<file path="src/hw/rtl/sobel_edge_magnitude_stream_unit_macros.svh">
// assertion macros of the sobel edge unit, used by its controller
`ifndef SOBEL_EDGE_MAGNITUDE_STREAM_UNIT_MACROS_SVH
`define SOBEL_EDGE_MAGNITUDE_STREAM_UNIT_MACROS_SVH

// consequent checked in the same cycle
`define SEM_ASSERT_SAME(label, clk, rst, ante, cons, msg) \
  label: assert property (@(posedge clk) disable iff (rst) (ante) |-> (cons)) \
    else $error(msg);

// consequent checked in the following cycle
`define SEM_ASSERT_NEXT(label, clk, rst, ante, cons, msg) \
  label: assert property (@(posedge clk) disable iff (rst) (ante) |=> (cons)) \
    else $error(msg);

`endif

</file>
<file path="src/hw/rtl/sem_pkg.sv">
// shared constants and control types of the sobel edge unit
package sem_pkg;

  localparam int MAX_WIDTH_DEF  = 1024;
  localparam int MAX_HEIGHT_DEF = 1024;
  localparam int CFG_BITS       = 11;

  localparam logic [CFG_BITS-1:0] WIDTH_RESET  = 11'd640;
  localparam logic [CFG_BITS-1:0] HEIGHT_RESET = 11'd480;

  // floor(s / 1000) == (s * GRAY_RECIP) >> GRAY_SHIFT for s below 2^18
  localparam logic [18:0] GRAY_RECIP = 19'd268436;
  localparam int          GRAY_SHIFT = 28;
  localparam logic [8:0]  COEF_RED   = 9'd299;
  localparam logic [9:0]  COEF_GREEN = 10'd587;
  localparam logic [6:0]  COEF_BLUE  = 7'd114;

  localparam logic [7:0] EDGE_SAT = 8'd255;

  localparam logic OP_PIXEL = 1'b0;
  localparam logic OP_DRAIN = 1'b1;

  localparam logic REG_WIDTH  = 1'b0;
  localparam logic REG_HEIGHT = 1'b1;

  typedef struct packed {
    logic capture;
    logic gray;
    logic div;
    logic shift;
    logic grad;
    logic square;
    logic root_start;
    logic root_take;
    logic drain;
    logic drain_take;
    logic emit;
  } sem_cmd_t;

  typedef struct packed {
    logic drain_pending;
    logic border_hit;
    logic has_result;
    logic interior;
    logic root_done;
    logic out_free;
  } sem_status_t;

endpackage

</file>
<file path="src/hw/rtl/sem_ctrl.sv">
// sequencing state machine of the sobel edge unit
`include "sobel_edge_magnitude_stream_unit_macros.svh"

module sem_ctrl import sem_pkg::*; (
  input  logic        clk,
  input  logic        rst,
  input  logic        in_valid,
  input  logic        in_opcode,
  output logic        in_ready,
  input  sem_status_t st,
  output sem_cmd_t    cmd
);

  typedef enum logic [10:0] {
    S_IDLE   = 11'b00000000001,
    S_GRAY   = 11'b00000000010,
    S_DIV    = 11'b00000000100,
    S_SHIFT  = 11'b00000001000,
    S_GRAD   = 11'b00000010000,
    S_SQ     = 11'b00000100000,
    S_RSTART = 11'b00001000000,
    S_ROOT   = 11'b00010000000,
    S_DRAIN  = 11'b00100000000,
    S_DRD    = 11'b01000000000,
    S_EMIT   = 11'b10000000000
  } state_t;

  state_t state, state_next;

  always_comb begin
    state_next = state;
    case (state)
      S_IDLE: begin
        if (in_valid) begin
          state_next = (in_opcode == OP_DRAIN) ? S_DRAIN : S_GRAY;
        end
      end
      S_GRAY:  state_next = S_DIV;
      S_DIV:   state_next = S_SHIFT;
      S_SHIFT: begin
        if (st.border_hit) begin
          state_next = S_EMIT;
        end else if (st.has_result && st.interior) begin
          state_next = S_GRAD;
        end else if (st.has_result) begin
          state_next = S_EMIT;
        end else begin
          state_next = S_IDLE;
        end
      end
      S_GRAD:   state_next = S_SQ;
      S_SQ:     state_next = S_RSTART;
      S_RSTART: state_next = S_ROOT;
      S_ROOT: begin
        if (st.root_done) begin
          state_next = S_EMIT;
        end
      end
      S_DRAIN: state_next = st.drain_pending ? S_DRD : S_IDLE;
      S_DRD:   state_next = S_EMIT;
      S_EMIT: begin
        if (st.out_free) begin
          state_next = S_IDLE;
        end
      end
      default: state_next = S_IDLE;
    endcase
  end

  always_ff @(posedge clk) begin
    if (rst) begin
      state <= S_IDLE;
    end else begin
      state <= state_next;
    end
  end

  assign in_ready = (state == S_IDLE);

  always_comb begin
    cmd            = '0;
    cmd.capture    = (state == S_IDLE) && in_valid;
    cmd.gray       = (state == S_GRAY);
    cmd.div        = (state == S_DIV);
    cmd.shift      = (state == S_SHIFT);
    cmd.grad       = (state == S_GRAD);
    cmd.square     = (state == S_SQ);
    cmd.root_start = (state == S_RSTART);
    cmd.root_take  = (state == S_ROOT) && st.root_done;
    cmd.drain      = (state == S_DRAIN);
    cmd.drain_take = (state == S_DRD);
    cmd.emit       = (state == S_EMIT);
  end

  `SEM_ASSERT_NEXT(a_accept_leaves_idle, clk, rst, (state == S_IDLE) && in_valid, state != S_IDLE, "accepted transaction left the controller idle")
  `SEM_ASSERT_NEXT(a_root_to_emit, clk, rst, (state == S_ROOT) && st.root_done, state == S_EMIT, "square root finished without emitting")
  `SEM_ASSERT_NEXT(a_empty_drain_idle, clk, rst, (state == S_DRAIN) && !st.drain_pending, state == S_IDLE, "drain with nothing pending produced work")

endmodule

</file>
<file path="config.mk">
export PLATFORM = sky130hd
export DESIGN_NAME = sem_ctrl
export DESIGN_NICKNAME = d
export VERILOG_FILES = /design/src/hw/rtl/sem_pkg.sv /design/src/hw/rtl/sem_ctrl.sv
export VERILOG_INCLUDE_DIRS = /design/src /design/src/hw/rtl
export SDC_FILE = /design/constraint.sdc
export NUM_CORES = 1
export LEC_CHECK = 0
export ABC_AREA = 1
export BUFFER_PORTS_ARGS = -buffer_cell sky130_fd_sc_hd__buf_4
export CORE_ASPECT_RATIO = 1.1
export CORE_MARGIN = 5
export CORE_UTILIZATION = 54
export CTS_CLUSTER_SIZE = 14
export DETAILED_ROUTE_END_ITERATION = 7
export GPL_TIMING_DRIVEN = 0
export PLACE_DENSITY_LB_ADDON = 0.2
export SLEW_MARGIN = 20
export SYNTH_ARGS = -nofsm -noshare
export SYNTH_HDL_FRONTEND = slang
export SYNTH_SLANG_ARGS = --single-unit
</file>
<file path="constraint.sdc">
create_clock -name clk -period 2 [get_ports clk]
set_input_delay 0.6 -clock clk [delete_from_list [all_inputs] [get_ports clk]]
set_output_delay 0.6 -clock clk [all_outputs]
set_load 0.1 [all_outputs]
</file>
==> results.py <==
metrics = {
    "outcome": {
        "status": "finished, violations left",
        "failed_checks": "setup timing",
    },
    "finish": {
        "biggestRegsByFlops": "state: 11 flops",
        "fill_cells": 45,
        "nets": 175,
        "largest_register_ffs": 11,
        "drive_above_1_share_pct": 53.0,
        "seq_area_um2": 233,
        "area_delta_synth_final_pct": 65.8,
        "multi_input_area_um2": 507,
        "final_core_util_pct": 94.3,
        "final_cell_area_um2": 1310,
        "finalNonFillerCells": 180,
        "top_register": "state",
        "antenna_cells": 0,
    },
    "placed_design": {
        "gp_congestion": 0.847,
        "place_hpwl_mm": 1.47,
        "numPortBuffers": 21,
        "dp.cells": 167,
        "placed_area_um2": 991,
    },
    "worst_setup_path": {
        "critPathLaunchType": "flop",
        "cp-end-kind": "primary output",
        "cp.arrival_ps": 1510,
        "critPathKind": "reg2out",
        "timing.reg2reg.setup_slack_ps": 370,
        "reg2reg_depth": 11,
        "crit_fanout": 4,
        "required_ps": 1400,
    },
    "synthesis": {
        "syn_avg_cell_area_um2": 6.05,
        "synth_commonest_cells": "34 x inv_1, 30 x nand2_1, 20 x nor2_1",
        "async_flop_share_pct": 0,
        "syn-num-nets": 140,
        "muxShareOfSynthArea_pct": 0,
        "yosysTopAreaCell": "dfxtp_1",
        "synthAdderAreaFrac_pct": 0,
        "ys_top_cells_by_area": "dfxtp_1 28%, inv_1 16%, nand2_1 14%, nor2_1 9.5%, nor2_4 5.7%",
        "synthSimpleGateAreaFrac_pct": 49.9,
        "ys_ff_latch": 11,
        "synth-edff-count": 0,
        "yosys.cell_types.count": 18,
        "synth_top_area_share_pct": 28.0,
        "synthXorXnorAreaFrac_pct": 0,
        "synth.most_common_cell": "inv_1",
        "synth_top_family_by_area": "simple AND/OR/NAND/NOR gates",
        "yosysWarnings": 0,
        "syn_area_um2": 787,
        "syn_inst": 130,
        "synth_ff_type": "dfxtp_1",
        "synth_compound_area_share_pct": 4.45,
        "seq_area_frac_synth_pct": 28.0,
    },
    "timing": {
        "relSlewSlack_pct": 78.1,
        "tns_ps": -615,
        "max_freq_mhz": 475,
        "period_needed_ps": 2110,
        "grt_setup_unrepaired": "true",
        "finalHoldViolations": 0,
        "tightestPinTransition_ps": 325,
        "report.final.slew_viol_count": 0,
        "fin_skew_ps": 2.05,
        "worst_slack_ps": -107,
        "fin_crit_sh_pct": 105,
        "setup_violations": 11,
    },
    "floorplanning": {
        "dieArea_um2": 2320,
        "core_um2": 1380,
        "rows": 14,
        "start_util_pct": 56.9,
        "fp.dieH_um": 50.0,
        "io_pins": 22,
        "die_w_um": 46.4,
    },
    "global_routing": {
        "antenna_found_initial": 0,
        "grtUsageTotal_pct": 20.5,
        "grt_pass1_wl_mm": 3.50,
        "gr-total-overflow": 0,
        "grt_start_max_net_pins": 9,
        "first_global_vias": 833,
    },
    "power": {
        "intPower_mw": 0.760,
        "power_frac_seq_pct": 17.9,
        "switching_power_mw": 0.877,
        "peakVddDrop_uv": 1720,
        "p_per_area_nw_per_um2": 1250,
        "power_mw": 1.64,
        "sw_frac_of_total_pct": 53.6,
        "pwr-share-comb_pct": 72.0,
        "p_leak_nw": 0.716,
        "pwr-share-clk_pct": 10.2,
    },
    "clock_tree": {
        "clockBufferDepth": 2,
        "path_clk_slew_ps": 80,
        "numCtsBuffers": 3,
        "worstSkewPairLatency_ps": 280,
        "cts.sinks": 11,
        "cts_tree": "yes",
        "clockRootBuffer": "clkbuf_4",
        "h-tree-depth": 1,
    },
    "worst_hold_path": {
        "min_path_type": "in2reg",
        "whs_path_depth": 2,
    },
    "route": {
        "totalWireLength_mm": 2.96,
        "dr.pass1.iters": 4,
        "ant_nets": 0,
        "drt-initial-drc-count": 48,
        "vias": 978,
        "drc": 0,
        "vias_per_cell": 5.43,
        "wl_per_cell_um": 16.4,
    },
    "run": {
        "cap_violations": 0,
    },
}
layout by cell type (no fill, tap or decap), types with 2 or more instances in the layout:
cell / instances
buf_12: 12
buf_4: 18
clkbuf_4: 3
dfxtp_1: 3
dfxtp_2: 7
inv_1: 21
inv_2: 15
nand2_1: 25
nand2_2: 7
nand2_4: 3
nand3_1: 7
nand3_2: 3
nand4_1: 2
nor2_1: 14
nor2_2: 2
nor2_4: 9
nor3_1: 3
routing by layer:
layer,part of all wire [%],up-vias,routed length [µm],global-route usage (%)
met5,0,-,0,0
met4,3.9,0,114,8.53
met3,6.8,15,201,3.64
met2,53,69,1570,36.5
met1,36,440,1070,22.6
li1,-,454,-,-
power by group through the flow:
stage	Combinational [mW]	Clock, mW	Sequential [mW]
floorplan	0.703	0	0.276
global placement	0.831	0	0.280
detailed placement	0.843	0	0.281
CTS	1.00	0.158	0.277
global route	1.25	0.180	0.294
finish	1.18	0.166	0.292
cell families after synthesis:
kind of cell           count (synthesis)
DFF                                   11
buffers and inverters                 37
and+or+nand+nor                       79
AOI/OAI and AO/OA                      3
worst max-delay path, cell delays in order (launching register included):
cell,delay (ps)
dfxtp_1,360
inv_2,100
nand2_1,90
nor2_1,220
nand2_1,150
inv_2,120
buf_12,180
per-stage QoR:
step                hold WS (ps)  setup WS, ps
detailed placement           611          61.8
global route                 490          -220
global placement             590          86.1
finish                       485          -107
CTS                          508         -31.6
floorplan                    565          37.8
worst paths after layout:
path,from,endpoint
hold / removal,rst,state[9]
hold reg to reg,state[7],state[7]
setup reg to reg,state[7],state[10]
setup / recovery,state[7],cmd[5]
area by class of cell:
class,count,share of cell area (%)
multi-input combinational,82,38.8
inverter,37,10.9
tap,16,1.53
clock buffer,3,1.73
timing repair buffer,30,28.8
sequential,11,17.8
clock inverter,1,0.384
timing repair:
| item | in CTS | in global routing |
|---|---|---|
| buffers inserted | 1 | 8 |
| gates resized for setup | 38 | 34 |
| endpoints found under the setup margin | 12 | 12 |
| hold buffers | 0 | 0 |
| cloned | 0 | 0 |
| pin swaps | 4 | 11 |
(Power assumes the default switching activity.)
